===== config.mk =====
export PLATFORM = sky130hd
export DESIGN_NAME = filter_life_monitor_flat
export DESIGN_NICKNAME = d
export VERILOG_FILES = /design/src/rtl/flm_pkg.sv /design/src/rtl/flm_channels.sv /design/src/rtl/flm_sequencer.sv /design/src/rtl/flm_datapath.sv /design/src/rtl/filter_life_monitor.sv /design/src/flat_wrapper.sv
export VERILOG_INCLUDE_DIRS = /design/src /design/src/rtl
export SDC_FILE = /design/constraint.sdc
export NUM_CORES = 1
export LEC_CHECK = 0
export BUFFER_PORTS_ARGS = -buffer_cell sky130_fd_sc_hd__buf_4
export CAP_MARGIN = 10
export CORE_MARGIN = 2
export CORE_UTILIZATION = 45
export DETAILED_ROUTE_END_ITERATION = 8
export PLACE_DENSITY = 0.69
export SLEW_MARGIN = 0
export SYNTH_ARGS = -nofsm -noshare
export SYNTH_HDL_FRONTEND = slang
export SYNTH_SLANG_ARGS = --single-unit

===== constraint.sdc =====
create_clock -name clk -period 14.69 [get_ports clk]
set_clock_uncertainty 0.15 [all_clocks]
set_input_delay 0.7345 -clock clk [delete_from_list [all_inputs] [get_ports clk]]
set_output_delay 0.7345 -clock clk [all_outputs]
set_load 0.01 [all_outputs]

===== src/rtl/filter_life_monitor_defines.svh =====
// Assertion macros for the filter life monitor.
// Requires clk and rst in the scope of each use.
`ifndef FILTER_LIFE_MONITOR_DEFINES_SVH
`define FILTER_LIFE_MONITOR_DEFINES_SVH

// Same-cycle implication.
`define FLM_ASSERT_SAME(label, ante, cons, msg) \
  label: assert property (@(posedge clk) disable iff (rst) (ante) |-> (cons)) else $error(msg);

// Next-cycle implication.
`define FLM_ASSERT_NEXT(label, ante, cons, msg) \
  label: assert property (@(posedge clk) disable iff (rst) (ante) |=> (cons)) else $error(msg);

`endif


===== src/rtl/flm_pkg.sv =====
// Filter life monitor package: types, constants and the microcode ROM.
// No dependencies.
`timescale 1ns / 1ps

package flm_pkg;

  localparam int CFG_INDEX_W = 3;
  localparam int CFG_DATA_W  = 16;
  localparam int STEP_W      = 3;

  localparam logic [CFG_INDEX_W-1:0] REG_HEPA_LIFE     = 3'd0;
  localparam logic [CFG_INDEX_W-1:0] REG_CARBON_LIFE   = 3'd1;
  localparam logic [CFG_INDEX_W-1:0] REG_WARNING       = 3'd2;
  localparam logic [CFG_INDEX_W-1:0] REG_CRITICAL      = 3'd3;
  localparam logic [CFG_INDEX_W-1:0] REG_POLL          = 3'd4;
  localparam logic [CFG_INDEX_W-1:0] REG_SAVE_INTERVAL = 3'd5;

  localparam logic [1:0]  LEVEL_OK         = 2'd0;
  localparam logic [1:0]  LEVEL_WARNING    = 2'd1;
  localparam logic [1:0]  LEVEL_CRITICAL   = 2'd2;
  localparam logic [11:0] SECONDS_PER_HOUR = 12'd3600;
  localparam logic [6:0]  FULL_PERCENT     = 7'd100;
  localparam logic [2:0]  QBIT_TOP         = 3'd6;

  typedef logic [2:0] op_t;
  localparam op_t OP_NOP    = 3'd0;
  localparam op_t OP_ACCEPT = 3'd1;
  localparam op_t OP_PREP   = 3'd2;
  localparam op_t OP_CHECK  = 3'd3;
  localparam op_t OP_DIV    = 3'd4;
  localparam op_t OP_FINISH = 3'd5;
  localparam op_t OP_EMIT   = 3'd6;

  typedef logic [2:0] jc_t;
  localparam jc_t JC_NEVER     = 3'd0;
  localparam jc_t JC_ALWAYS    = 3'd1;
  localparam jc_t JC_NO_INPUT  = 3'd2;
  localparam jc_t JC_OVER_LIFE = 3'd3;
  localparam jc_t JC_MORE      = 3'd4;
  localparam jc_t JC_FIRST     = 3'd5;
  localparam jc_t JC_OUT_BUSY  = 3'd6;

  localparam logic [STEP_W-1:0] ST_ACCEPT = 3'd0;
  localparam logic [STEP_W-1:0] ST_PREP   = 3'd1;
  localparam logic [STEP_W-1:0] ST_CHECK  = 3'd2;
  localparam logic [STEP_W-1:0] ST_DIV    = 3'd3;
  localparam logic [STEP_W-1:0] ST_FINISH = 3'd4;
  localparam logic [STEP_W-1:0] ST_EMIT   = 3'd5;
  localparam logic [STEP_W-1:0] ST_RETURN = 3'd6;

  typedef struct packed {
    op_t               op;
    jc_t               jc;
    logic [STEP_W-1:0] target;
  } ctl_t;

  typedef struct packed {
    logic in_valid;
    logic out_busy;
    logic over_life;
    logic more;
    logic first;
  } status_t;

  typedef struct packed {
    logic [15:0] hepa_life;
    logic [15:0] carbon_life;
    logic [6:0]  warning;
    logic [6:0]  critical;
    logic [7:0]  poll;
    logic [15:0] save_interval;
  } cfg_t;

  typedef struct packed {
    logic [6:0]  hepa_condition;
    logic [1:0]  hepa_level;
    logic [6:0]  carbon_condition;
    logic [1:0]  carbon_level;
    logic [31:0] run_total;
    logic        save_now;
  } result_t;

  function automatic ctl_t ucode(input logic [STEP_W-1:0] step);
    ctl_t w;
    case (step)
      ST_ACCEPT: w = '{op: OP_ACCEPT, jc: JC_NO_INPUT,  target: ST_ACCEPT};
      ST_PREP:   w = '{op: OP_PREP,   jc: JC_NEVER,     target: ST_ACCEPT};
      ST_CHECK:  w = '{op: OP_CHECK,  jc: JC_OVER_LIFE, target: ST_FINISH};
      ST_DIV:    w = '{op: OP_DIV,    jc: JC_MORE,      target: ST_DIV};
      ST_FINISH: w = '{op: OP_FINISH, jc: JC_FIRST,     target: ST_PREP};
      ST_EMIT:   w = '{op: OP_EMIT,   jc: JC_OUT_BUSY,  target: ST_EMIT};
      ST_RETURN: w = '{op: OP_NOP,    jc: JC_ALWAYS,    target: ST_ACCEPT};
      default:   w = '{op: OP_NOP,    jc: JC_ALWAYS,    target: ST_ACCEPT};
    endcase
    return w;
  endfunction

endpackage


===== src/rtl/flm_channels.sv =====
// Input and result channel interfaces for the filter life monitor.
// Standalone; no package needed.
`timescale 1ns / 1ps

interface flm_in_if;
  logic        valid;
  logic        ready;
  logic        command;
  logic [6:0]  fan_percent;
  logic [31:0] load_value;

  modport source(output valid, command, fan_percent, load_value, input ready);
  modport sink(input valid, command, fan_percent, load_value, output ready);
endinterface

interface flm_out_if;
  logic        valid;
  logic        ready;
  logic [6:0]  hepa_condition;
  logic [1:0]  hepa_level;
  logic [6:0]  carbon_condition;
  logic [1:0]  carbon_level;
  logic [31:0] run_total;
  logic        save_now;

  modport source(output valid, hepa_condition, hepa_level, carbon_condition, carbon_level,
                 run_total, save_now, input ready);
  modport sink(input valid, hepa_condition, hepa_level, carbon_condition, carbon_level,
               run_total, save_now, output ready);
endinterface


===== src/rtl/flm_sequencer.sv =====
// Microcode sequencer: step counter, ROM lookup and conditional jumps.
// Depends on flm_pkg.
`timescale 1ns / 1ps

module flm_sequencer (
  input  logic             clk,
  input  logic             rst,
  input  flm_pkg::status_t status,
  output flm_pkg::ctl_t    ctl
);
  import flm_pkg::*;

  logic [STEP_W-1:0] step;
  logic [STEP_W-1:0] step_next;
  logic              take;

  assign ctl = ucode(step);

  always_comb begin
    case (ctl.jc)
      JC_NEVER:     take = 1'b0;
      JC_ALWAYS:    take = 1'b1;
      JC_NO_INPUT:  take = !status.in_valid;
      JC_OVER_LIFE: take = status.over_life;
      JC_MORE:      take = status.more;
      JC_FIRST:     take = status.first;
      JC_OUT_BUSY:  take = status.out_busy;
      default:      take = 1'b1;
    endcase
    step_next = take ? ctl.target : step + 3'd1;
  end

  always_ff @(posedge clk) begin
    if (rst) begin
      step <= ST_ACCEPT;
    end else begin
      step <= step_next;
    end
  end

endmodule


===== src/rtl/flm_datapath.sv =====
// Datapath: run counters, life product, restoring divide and level compare.
// Depends on flm_pkg and filter_life_monitor_defines.svh.
`timescale 1ns / 1ps
`include "filter_life_monitor_defines.svh"

module flm_datapath (
  input  logic             clk,
  input  logic             rst,
  input  flm_pkg::ctl_t    ctl,
  input  flm_pkg::cfg_t    cfg,
  input  logic             in_valid,
  input  logic             command,
  input  logic [6:0]       fan_percent,
  input  logic [31:0]      load_value,
  input  logic             out_busy,
  output flm_pkg::status_t status,
  output flm_pkg::result_t result
);
  import flm_pkg::*;

  logic [31:0] total;
  logic [16:0] since;
  logic        save;
  logic        first;
  logic [27:0] life;
  logic [34:0] prod;
  logic [34:0] rem;
  logic [6:0]  quot;
  logic [2:0]  qbit;
  logic        over;
  logic [6:0]  hepa_cond;
  logic [1:0]  hepa_lvl;
  logic [6:0]  carbon_cond;
  logic [1:0]  carbon_lvl;

  logic [15:0] hours;
  logic        over_life;
  logic [34:0] divisor;
  logic        fits;
  logic [6:0]  cond_calc;
  logic [1:0]  lvl_calc;
  logic [32:0] sum;
  logic [16:0] since_sum;

  always_comb begin
    hours     = first ? cfg.hepa_life : cfg.carbon_life;
    over_life = total >= 32'(life);
    divisor   = 35'(life) << qbit;
    fits      = rem >= divisor;
    cond_calc = over ? 7'd0 : FULL_PERCENT - quot;
    if (cond_calc <= cfg.critical) begin
      lvl_calc = LEVEL_CRITICAL;
    end else if (cond_calc <= cfg.warning) begin
      lvl_calc = LEVEL_WARNING;
    end else begin
      lvl_calc = LEVEL_OK;
    end
    sum       = {1'b0, total} + 33'(cfg.poll);
    since_sum = since + 17'(cfg.poll);
  end

  always_ff @(posedge clk) begin
    if (rst) begin
      total <= '0;
      since <= '0;
      save  <= 1'b0;
      first <= 1'b1;
    end else begin
      case (ctl.op)
        OP_ACCEPT: begin
          if (in_valid) begin
            first <= 1'b1;
            save  <= 1'b0;
            if (command) begin
              total <= load_value;
            end else if (fan_percent != 7'd0) begin
              total <= sum[32] ? '1 : sum[31:0];
              if (since_sum >= 17'(cfg.save_interval)) begin
                save  <= 1'b1;
                since <= '0;
              end else begin
                since <= since_sum;
              end
            end
          end
        end
        OP_FINISH: begin
          first <= 1'b0;
        end
        default: ;
      endcase
    end
  end

  // product only matters below rated life, where it fits 35 bits
  always_ff @(posedge clk) begin
    case (ctl.op)
      OP_PREP: begin
        life <= 28'(hours) * 28'(SECONDS_PER_HOUR);
        prod <= 35'(total) * 35'(FULL_PERCENT);
        qbit <= QBIT_TOP;
        quot <= '0;
      end
      OP_CHECK: begin
        over <= over_life;
        rem  <= prod;
      end
      OP_DIV: begin
        if (fits) begin
          rem <= rem - divisor;
        end
        quot <= {quot[5:0], fits};
        qbit <= qbit - 3'd1;
      end
      OP_FINISH: begin
        if (first) begin
          hepa_cond <= cond_calc;
          hepa_lvl  <= lvl_calc;
        end else begin
          carbon_cond <= cond_calc;
          carbon_lvl  <= lvl_calc;
        end
      end
      default: ;
    endcase
  end

  assign status = '{in_valid: in_valid, out_busy: out_busy, over_life: over_life,
                    more: qbit != 3'd0, first: first};

  assign result = '{hepa_condition: hepa_cond, hepa_level: hepa_lvl,
                    carbon_condition: carbon_cond, carbon_level: carbon_lvl,
                    run_total: total, save_now: save};

  `FLM_ASSERT_NEXT(a_load_sets_total, ctl.op == OP_ACCEPT && in_valid && command, total == $past(load_value), "load transaction did not set run total")
  `FLM_ASSERT_NEXT(a_tick_no_decrease, ctl.op == OP_ACCEPT && in_valid && !command, total >= $past(total), "tick transaction decreased run total")
  `FLM_ASSERT_SAME(a_quot_range, ctl.op == OP_FINISH && !over, quot < FULL_PERCENT, "quotient out of range below rated life")

endmodule


===== src/rtl/filter_life_monitor.sv =====
// Channel   Dir  Contents
// in_ch     in   command, fan_percent, load_value
// out_ch    out  hepa/carbon condition and level, run_total, save_now
// cfg_*     in   register write: cfg_we, cfg_index, cfg_data
//
// An item runs through accept, then per filter a multiply step, a compare step,
// seven restoring divide steps (skipped when a filter is past rated life) and
// a finish step, then emit and return.
// Synchronous active-high reset clears counters, sequencer and output valid.
// The result sits in an output register; a stalled sink holds the sequencer
// at the emit step only.
// Top level; depends on flm_pkg, flm_channels, flm_sequencer, flm_datapath.
`timescale 1ns / 1ps

module filter_life_monitor (
  input  logic                               clk,
  input  logic                               rst,
  flm_in_if.sink                             in_ch,
  flm_out_if.source                          out_ch,
  input  logic                               cfg_we,
  input  logic [flm_pkg::CFG_INDEX_W-1:0]    cfg_index,
  input  logic [flm_pkg::CFG_DATA_W-1:0]     cfg_data
);
  import flm_pkg::*;

  cfg_t    cfg;
  ctl_t    ctl;
  status_t status;
  result_t result;
  result_t hold;
  logic    out_valid;
  logic    out_busy;
  logic    emit;

  always_ff @(posedge clk) begin
    if (rst) begin
      cfg <= '{hepa_life: 16'd2000, carbon_life: 16'd1000, warning: 7'd20,
               critical: 7'd5, poll: 8'd5, save_interval: 16'd60};
    end else if (cfg_we) begin
      case (cfg_index)
        REG_HEPA_LIFE:     cfg.hepa_life     <= cfg_data;
        REG_CARBON_LIFE:   cfg.carbon_life   <= cfg_data;
        REG_WARNING:       cfg.warning       <= cfg_data[6:0];
        REG_CRITICAL:      cfg.critical      <= cfg_data[6:0];
        REG_POLL:          cfg.poll          <= cfg_data[7:0];
        REG_SAVE_INTERVAL: cfg.save_interval <= cfg_data;
        default: ;
      endcase
    end
  end

  flm_sequencer u_seq (
    .clk    (clk),
    .rst    (rst),
    .status (status),
    .ctl    (ctl)
  );

  flm_datapath u_dp (
    .clk         (clk),
    .rst         (rst),
    .ctl         (ctl),
    .cfg         (cfg),
    .in_valid    (in_ch.valid),
    .command     (in_ch.command),
    .fan_percent (in_ch.fan_percent),
    .load_value  (in_ch.load_value),
    .out_busy    (out_busy),
    .status      (status),
    .result      (result)
  );

  assign in_ch.ready = ctl.op == OP_ACCEPT;
  assign out_busy    = out_valid && !out_ch.ready;
  assign emit        = ctl.op == OP_EMIT && !out_busy;

  always_ff @(posedge clk) begin
    if (rst) begin
      out_valid <= 1'b0;
    end else if (emit) begin
      out_valid <= 1'b1;
    end else if (out_ch.ready) begin
      out_valid <= 1'b0;
    end
  end

  always_ff @(posedge clk) begin
    if (emit) begin
      hold <= result;
    end
  end

  assign out_ch.valid            = out_valid;
  assign out_ch.hepa_condition   = hold.hepa_condition;
  assign out_ch.hepa_level       = hold.hepa_level;
  assign out_ch.carbon_condition = hold.carbon_condition;
  assign out_ch.carbon_level     = hold.carbon_level;
  assign out_ch.run_total        = hold.run_total;
  assign out_ch.save_now         = hold.save_now;

endmodule

===== src/flat_wrapper.sv =====
// flat-port wrapper written by rule: the top's interface ports become plain ports
module filter_life_monitor_flat import flm_pkg::*;
  (clk, rst, cfg_we, cfg_index, cfg_data, in_ch_valid, in_ch_command, in_ch_fan_percent, in_ch_load_value, in_ch_ready, out_ch_valid, out_ch_hepa_condition, out_ch_hepa_level, out_ch_carbon_condition, out_ch_carbon_level, out_ch_run_total, out_ch_save_now, out_ch_ready);
  flm_in_if in_ch_i ();
  flm_out_if out_ch_i ();
  input  logic clk;
  input  logic rst;
  input  logic cfg_we;
  input  logic [flm_pkg::CFG_INDEX_W-1:0] cfg_index;
  input  logic [flm_pkg::CFG_DATA_W-1:0] cfg_data;
  input wire logic [$bits(in_ch_i.valid)-1:0] in_ch_valid;
  input wire logic [$bits(in_ch_i.command)-1:0] in_ch_command;
  input wire logic [$bits(in_ch_i.fan_percent)-1:0] in_ch_fan_percent;
  input wire logic [$bits(in_ch_i.load_value)-1:0] in_ch_load_value;
  output wire logic [$bits(in_ch_i.ready)-1:0] in_ch_ready;
  output wire logic [$bits(out_ch_i.valid)-1:0] out_ch_valid;
  output wire logic [$bits(out_ch_i.hepa_condition)-1:0] out_ch_hepa_condition;
  output wire logic [$bits(out_ch_i.hepa_level)-1:0] out_ch_hepa_level;
  output wire logic [$bits(out_ch_i.carbon_condition)-1:0] out_ch_carbon_condition;
  output wire logic [$bits(out_ch_i.carbon_level)-1:0] out_ch_carbon_level;
  output wire logic [$bits(out_ch_i.run_total)-1:0] out_ch_run_total;
  output wire logic [$bits(out_ch_i.save_now)-1:0] out_ch_save_now;
  input wire logic [$bits(out_ch_i.ready)-1:0] out_ch_ready;
  assign in_ch_i.valid = in_ch_valid;
  assign in_ch_i.command = in_ch_command;
  assign in_ch_i.fan_percent = in_ch_fan_percent;
  assign in_ch_i.load_value = in_ch_load_value;
  assign in_ch_ready = in_ch_i.ready;
  assign out_ch_valid = out_ch_i.valid;
  assign out_ch_hepa_condition = out_ch_i.hepa_condition;
  assign out_ch_hepa_level = out_ch_i.hepa_level;
  assign out_ch_carbon_condition = out_ch_i.carbon_condition;
  assign out_ch_carbon_level = out_ch_i.carbon_level;
  assign out_ch_run_total = out_ch_i.run_total;
  assign out_ch_save_now = out_ch_i.save_now;
  assign out_ch_i.ready = out_ch_ready;
  filter_life_monitor u_core (.clk(clk), .rst(rst), .in_ch(in_ch_i), .out_ch(out_ch_i), .cfg_we(cfg_we), .cfg_index(cfg_index), .cfg_data(cfg_data));
endmodule

==> results by group, run 1 <==
Detailed routing
  – DRT iter0 DRCs: 1,244
  – DRC: 0
  – Vias: 16.2k
  – Antenna Nets Post-Route: 0
  – Wire per inst: 18.6 um
  – DRT Pass-1 Iters: 5
  – Final WL: 53,800 um
  – Via/cell ratio: 5.60

Timing
  – RSZ-0062 raised after global routing: no
  – Fin crit period: 5460 ps
  – Fin crit share: 0.372
  – Slew headroom: 0.240
  – Fin. Hold Viols: 0
  – Total negative setup slack: 0 ps
  – Final-report setup violation count: 0
  – Max Clk Rate: 0.183 GHz
  – Max-slew violation count: 0
  – Least-Margin Pin Slew: 1140 ps

Synth
  – Post-Syn Area: 20,500 um2
  – YS warnings: 0
  – Async SR Flop Fraction: 0
  – Syn_nets: 2,553
  – Synth unique cells: 79
  – Post-synth top cells: inv_1 (278), nand2_1 (263), ha_1 (261)
  – Cells after Synth: 2,175
  – Biggest area consumer among synthesized cells: edfxtp_1
  – Top cell type's share of synthesized area: 0.249
  – Top-count cell post-synth: inv_1
  – Count of state elements after synthesis: 295
  – Ys flop type: edfxtp_1
  – Sequential area share after synthesis: 0.371
  – Top post-synthesis cells by area: edfxtp_1 (25%), ha_1 (16%), dfxtp_1 (12%)
  – Post-Syn Area per Cell: 9.43 um2
  – Post-synth EDFFs: 170

Hold path
  – Min-delay src: cfg_data[8]
  – Hold Path Class: in -> reg
  – WHS Path Cells: 3

Floorplan
  – Die W: 218 um
  – Initial Utilization: 0.454
  – Io pins: 117
  – Die area: 47,300 um2
  – Row cnt: 78
  – Die Height: 218 um
  – Core area: 45,200 um2

Power
  – Leakage: 10.3 nW
  – Overall Power: 3.82 mW
  – Sw Ratio: 0.400
  – Sequential Power Share: 0.326
  – Maximum vdd drop: 99.4 uV
  – Clock power frac: 0.221
  – Internal Pwr Total: 2.29 mW
  – Net Sw Power: 1.53 mW
  – Power per Cell Area: 166 nW/um2
  – Logic pwr share: 0.453

Worst setup path
  – CP Data Arrival Time: 5780 ps
  – Worst path required time: 15,000 ps
  – Startpoint class of the critical path: flop
  – CP Class: reg -> reg
  – Worst R2R Setup Slack: 9230 ps
  – Crit end category: flop
  – Crit. Startpoint: u_core.cfg[16]
  – R2R depth: 19
  – Worst-path maximum fanout: 9
  – Reg2reg start: u_core.cfg[16]

Place
  – DPL Wire Length: 41,200 um
  – GP Congestion: 0.942
  – Buffers added on ports: 116

Clock tree
  – Hold Buf Count CTS: 0
  – Deepest clock path buffer count: 3
  – Worst skew pair latency: 550 ps
  – CTS H-tree depth: 2
  – Setup Buffers After CTS: 0
  – CTS Root Cell: clkbuf_16
  – CTS clk-pin slew, worst paths: 60 ps
  – Sink Count: 295
  – Post-CTS Resized: 0
  – Cts bufs inserted: 34
  – CTS tree: yes

Global routing
  – Initial antenna violation count: 0
  – All-layer global routing usage: 0.227
  – Vias in the first global route: 15.9k
  – First-pass GRT wire length: 84,900 um
  – Grt ovf: 0
  – Maximum number of pins on one net before global-route repair: 66

Finish
  – Register area: 7610 um2
  – Total Nets Final: 2,646
  – Diode count: 0
  – Fillers: 4,098
  – Synthesis-to-layout area growth: 12.3%
  – Layout cell share with drive strength beyond 1: 0.0955
  – Area occupied by multi-input gates: 11,600 um2

Run
  – Max-Cap Viols: 0

Outcome
  – Status: complete, no violations
sequential cells by signal, indices dropped and copies added (netlist names):
signal and count:
u_core.cfg 70, u_core.u_dp.prod 33, u_core.u_dp.rem 33, u_core.out_ch.run_total 32, u_core.u_dp.total 32, u_core.u_dp.life 24
u_core.u_dp.since 17, u_core.out_ch.carbon_condition 7, u_core.out_ch.hepa_condition 7, u_core.u_dp.carbon_cond 7, u_core.u_dp.hepa_cond 7, u_core.u_dp.quot 7
u_core.u_dp.qbit 3, u_core.u_seq.step 3, u_core.out_ch.carbon_level 2, u_core.out_ch.hepa_level 2, u_core.u_dp.carbon_lvl 2, u_core.u_dp.hepa_lvl 2
u_core.out_ch.save_now 1, u_core.out_ch.valid 1, u_core.u_dp.first 1, u_core.u_dp.over 1, u_core.u_dp.save 1
per-layer routing:
| layer | wire, um | part of all wire | track usage |
|---|---|---|---|
| met4 | 2450 | 0.046 | 0.105 |
| met1 | 23400 | 0.44 | 0.298 |
| met2 | 24900 | 0.46 | 0.373 |
| met3 | 2980 | 0.055 | 0.0308 |
| met5 | 0 | 0 | 0 |
final cells by class:
| class | instances | share of cell area |
|---|---|---|
| multi-input cells | 1532 | 0.504 |
| flip-flops and latches | 295 | 0.330 |
| inverters | 281 | 0.0458 |
| clock buffers | 48 | 0.0414 |
| repair buffers | 124 | 0.0404 |
| well taps | 600 | 0.0326 |
| clock inverters | 14 | 0.00613 |
layout by cell type (no fill, tap or decap), types with 9 or more instances in the layout:
| cell | synthesis | routed |
|---|---|---|
| nor2_1 | 107 | 106 |
| o211ai_1 | 23 | 23 |
| clkbuf_16 | 0 | 36 |
| o21ai_0 | 109 | 109 |
| a21o_1 | 34 | 34 |
| nor2b_1 | 18 | 18 |
| o21bai_1 | 13 | 13 |
| fa_1 | 53 | 53 |
| nand4_1 | 26 | 26 |
| inv_1 | 278 | 277 |
| a211oi_1 | 13 | 13 |
| o22ai_1 | 10 | 10 |
| xor2_1 | 33 | 33 |
| nor4_1 | 17 | 17 |
| o21a_1 | 14 | 14 |
| nand2b_1 | 11 | 11 |
| edfxtp_1 | 170 | 170 |
| dfxtp_1 | 125 | 125 |
| o221ai_1 | 9 | 9 |
| a21oi_1 | 148 | 148 |
| nor3_1 | 42 | 42 |
| mux4_2 | 13 | 13 |
| nand2_1 | 263 | 263 |
| xnor2_1 | 57 | 57 |
| and3_1 | 22 | 22 |
| o31ai_1 | 9 | 9 |
| nand3_1 | 58 | 58 |
| and2_1 | 12 | 11 |
| mux2i_1 | 45 | 45 |
| ha_1 | 261 | 261 |
| or2_2 | 9 | 9 |
| buf_4 | 0 | 124 |
| clkbuf_1 | 55 | 10 |
power groups by stage:
stage | clock, mW | sequential, mW | combinational [mW]
floorplan | 0 | 1.18 | 1.31
global placement | 0 | 1.25 | 1.67
detailed placement | 0 | 1.25 | 1.71
CTS | 0.858 | 1.24 | 1.73
global route | 0.886 | 1.25 | 1.96
finish | 0.845 | 1.24 | 1.73
worst max-delay path, stage by stage (launching register included):
cell,delay (ps)
dfxtp_1,360
ha_1,180
inv_1,50
fa_1,400
nor2b_1,140
o21ai_0,110
a21boi_0,270
o21ai_0,180
a21oi_1,460
nand3_1,160
xnor2_1,260
ha_1,300
a21o_1,160
a21o_1,180
a221o_1,350
a221oi_2,320
nand2_1,90
nor3_1,770
o21ai_2,250
o21ai_0,230
per-stage QoR:
stage,std cells,setup slack [ps],utilization,hold slack [ps],area (um2)
global placement,2832,9450,0.486,255,22000
global route,2894,8740,0.510,266,23000
finish,2894,9230,0.510,268,23000
detailed placement,2832,9260,0.486,255,22000
CTS,2894,9220,0.510,238,23000
floorplan,2175,9510,-,250,20500
kinds of logic (layout without fill, tap and decap cells):
logic type      Yosys count  count (layout)  share of synthesized area
compound gates          456             456                      0.141
xor+xnor                 90              90                     0.0384
fa+ha+maj               314             314                      0.211
flops                   295             295                      0.371
simple gates            609             609                      0.136
mux                      63              63                     0.0390
buf+inv                 348             467                     0.0638
path summary, 6_finish.rpt:
check | end
worst max-delay path | u_core.u_dp.since[15]
worst min-delay path | u_core.cfg[46]
worst max register to register | u_core.u_dp.since[15]
worst min register to register | u_core.out_ch.hepa_level[1]
No activity file was read; power rests on OpenSTA's default activity.
==> run 2: changes to the inputs <==
==> constraint.sdc (replaced) <==
create_clock -name clk -period 5.6 [get_ports clk]
set_clock_uncertainty 0.15 [all_clocks]
set_input_delay 0.28 -clock clk [delete_from_list [all_inputs] [get_ports clk]]
set_output_delay 0.28 -clock clk [all_outputs]
set_load 0.01 [all_outputs]
==> run 2 against run 1 <==
Effect of this change: sequential power rose to 2.6 times the previous value; final area rose by 2.7%; via count up 2.9%; combinational power increased to 2.7 times the previous value; maximum frequency up 8.5%; critical path depth is 4 lower; hold slack got worse by 240 ps; first-iteration DRC count down 3.0%; routed wire length up 1.0%; sequential share of layout area is 0.88 points lower; final cell count grew 2.0%; register-to-register slack worse by 8700 ps; critical path type unchanged.
==> results by group, run 2 (synthesis results as in run 1) <==
Floorplan
  – Core area: 45,200 um2 (unchanged)
  – Die W: 218 um (unchanged)
  – Die Height: 218 um (unchanged)
  – Row cnt: 78 (unchanged)
  – Initial Utilization: 0.454 (unchanged)
  – Die area: 47,300 um2 (unchanged)
  – Io pins: 117 (unchanged)

Finish
  – Diode count: 0 (unchanged)
  – Synthesis-to-layout area growth: 15.4%
  – Final instance area: 23,700 um2 (+2.7%)
  – Most frequent cells in the layout: inv_1 (277), nand2_1 (263), ha_1 (261), edfxtp_1 (170), a21oi_1 (148)
  – Layout cell share with drive strength beyond 1: 0.0970 (+0.00151)
  – Commonest non-fill, non-tap cell in the layout: inv_1
  – Largest regs: u_core.cfg: 70 flops, u_core.u_dp.prod: 33 flops, u_core.u_dp.rem: 33 flops
  – Total Nets Final: 2,705 (+2.2%)
  – Largest reg by FF count: u_core.cfg
  – Number of flip-flops in the largest register: 70 (unchanged)

Worst setup path
  – Worst path required time: 5870 ps (-9130 ps)
  – Reg2reg start: u_core.u_dp.first
  – Crit. Startpoint: u_core.u_dp.first
  – Worst-path maximum fanout: 11 (+2)
  – Reg-to-Reg End: u_core.u_dp.life[27]
  – Critical path's slowest cell: dfxtp_1
  – Crit path depth: 15 (-4)
  – R2R depth: 15 (-4)
  – Cell family with most CP delay: adder cells
  – Most common cell on crit path: ha_1
  – Worst path cell trace: mux2i_1 > fa_1 > inv_1 > ha_1 > fa_1 > ha_1 > ha_1 > nor2b_1 > o21a_1 > o21ai_0 > a21oi_1 > o2111ai_1 > nand3_1 > a2111o_1 > o211ai_1
  – Crit end category: flop
  – Startpoint class of the critical path: flop
  – CP Data Arrival Time: 5300 ps (-480 ps)
  – CP Class: reg -> reg
  – Worst R2R Setup Slack: 560 ps (-8660 ps)
  – Worst Setup EP: u_core.u_dp.life[27]
  – Buf/Inv on CP: 1 (unchanged)
  – Worst path max stage delay: 590 ps (-180 ps)

Clock tree
  – Setup Buffers After CTS: 0 (unchanged)
  – CTS tree: yes
  – Cts bufs inserted: 31 (-8.8%)
  – Deepest clock path buffer count: 3 (unchanged)
  – CTS Root Cell: clkbuf_16
  – CTS clk-pin slew, worst paths: 60 ps (about the same)
  – Worst skew pair latency: 600 ps (+50 ps)
  – CTS H-tree depth: 1 (-1)
  – Sink Count: 295 (unchanged)

Place
  – DPL Wire Length: 41,300 um (+0.18%)
  – Placement Setup Slack: 588 ps (-8670 ps)
  – DP Area: 22,000 um2 (+0.31%)
  – Buffers added on ports: 116 (unchanged)
  – GP Congestion: 0.930 (-1.3%)

Run
  – Max-Cap Viols: 0 (unchanged)

Power
  – Overall Power: 10.2 mW (+170%)
  – Power per Cell Area: 431 nW/um2 (+160%)
  – Maximum vdd drop: 304 uV (+210%)
  – Leakage: 10.5 nW (+2.7%)

Global routing
  – First-pass GRT wire length: 85,500 um (+0.64%)
  – All-layer global routing usage: 0.227 (-0.000586)
  – Initial antenna violation count: 0 (unchanged)
  – Vias in the first global route: 16.2k (+2.0%)
  – Maximum number of pins on one net before global-route repair: 62 (-6.1%)
  – Grt ovf: 0 (unchanged)

Detailed routing
  – DRC: 0 (unchanged)
  – Final WL: 54,300 um (+1.0%)
  – Vias: 16.7k (+2.9%)
  – Wire per inst: 18.4 um (-0.94%)
  – DRT iter0 DRCs: 1,207 (-3.0%)
  – Antenna Nets Post-Route: 0 (unchanged)
  – Via/cell ratio: 5.65 (+0.94%)
  – DRT Pass-1 Iters: 7 (+2)

Timing
  – Slew headroom: 0.217 (-0.0232)
  – Final WS setup: 562 ps (-8660 ps)
  – RSZ-0062 raised after global routing: no
  – Fin. Hold Viols: 0 (unchanged)
  – Fin crit share: 0.900 (+0.528)
  – Max-slew violation count: 0 (unchanged)
  – Final-report setup violation count: 0 (unchanged)
  – Least-Margin Pin Slew: 1170 ps (+30.1 ps)
  – Fin crit period: 5040 ps (-426 ps)
  – Total negative setup slack: 0 ps (unchanged)
  – Hold WS: 24.2 ps (-244 ps)
  – Max Clk Rate: 0.199 GHz (+8.5%)

Outcome
  – Status: complete, no violations

Hold path
  – Hold Path Class: in -> reg
-- run 2: final cells by class --
class                      instances  area (um2)
fill                            3996       21500
multi-input combinational       1532       11600
sequential                       295        7610
timing repair buffer             186        1530
inverter                         281        1050
clock buffer                      35         791
tap                              600         751
clock inverter                    22         337
-- run 2: timing repair --
item	4_1_cts	5_1_grt
endpoints found under the setup margin	0	0
resized for setup	0	0
endpoints found under the hold margin	102	0
hold buffers	53	0
-- run 2: worst min-delay path by stage --
stage,cells after the start,startpoint,slack [ps],endpoint
floorplan,0,u_core.u_dp.carbon_cond[0],250,u_core.out_ch.carbon_condition[0]
global route,3,in_ch_load_value[3],40,u_core.u_dp.total[3]
detailed placement,0,u_core.u_dp.hepa_lvl[1],250,u_core.out_ch.hepa_level[1]
global placement,0,u_core.u_dp.carbon_cond[6],260,u_core.out_ch.carbon_condition[6]
CTS,3,in_ch_load_value[3],20,u_core.u_dp.total[3]
finish,3,in_ch_load_value[3],20,u_core.u_dp.total[3]
-- run 2: through the flow --
step,std cells,util
floorplan,2175,-
global placement,2841,0.487
detailed placement,2841,0.487
CTS,2951,0.524
global route,2951,0.524
finish,2951,0.524
-- run 2: per-layer routing --
metal / GRT usage / vias to the layer above / share of wire
li1: - / 7966 / -
met1: 0.300 / 8033 / 0.43
met2: 0.381 / 559 / 0.48
met3: 0.0312 / 116 / 0.063
met4: 0.0772 / 0 / 0.033
met5: 0 / - / 0
-- run 2: power by group --
| part | internal (mW) | total, mW | switching (mW) |
|---|---|---|---|
| combinational | 1.86 | 4.64 | 2.78 |
| clock | 1.39 | 2.30 | 0.916 |
| sequential | 2.89 | 3.25 | 0.358 |
-- run 2: worst min-delay path: stages --
cell      delay, ps
buf_4           100
o21ai_0         210
a221oi_1        110
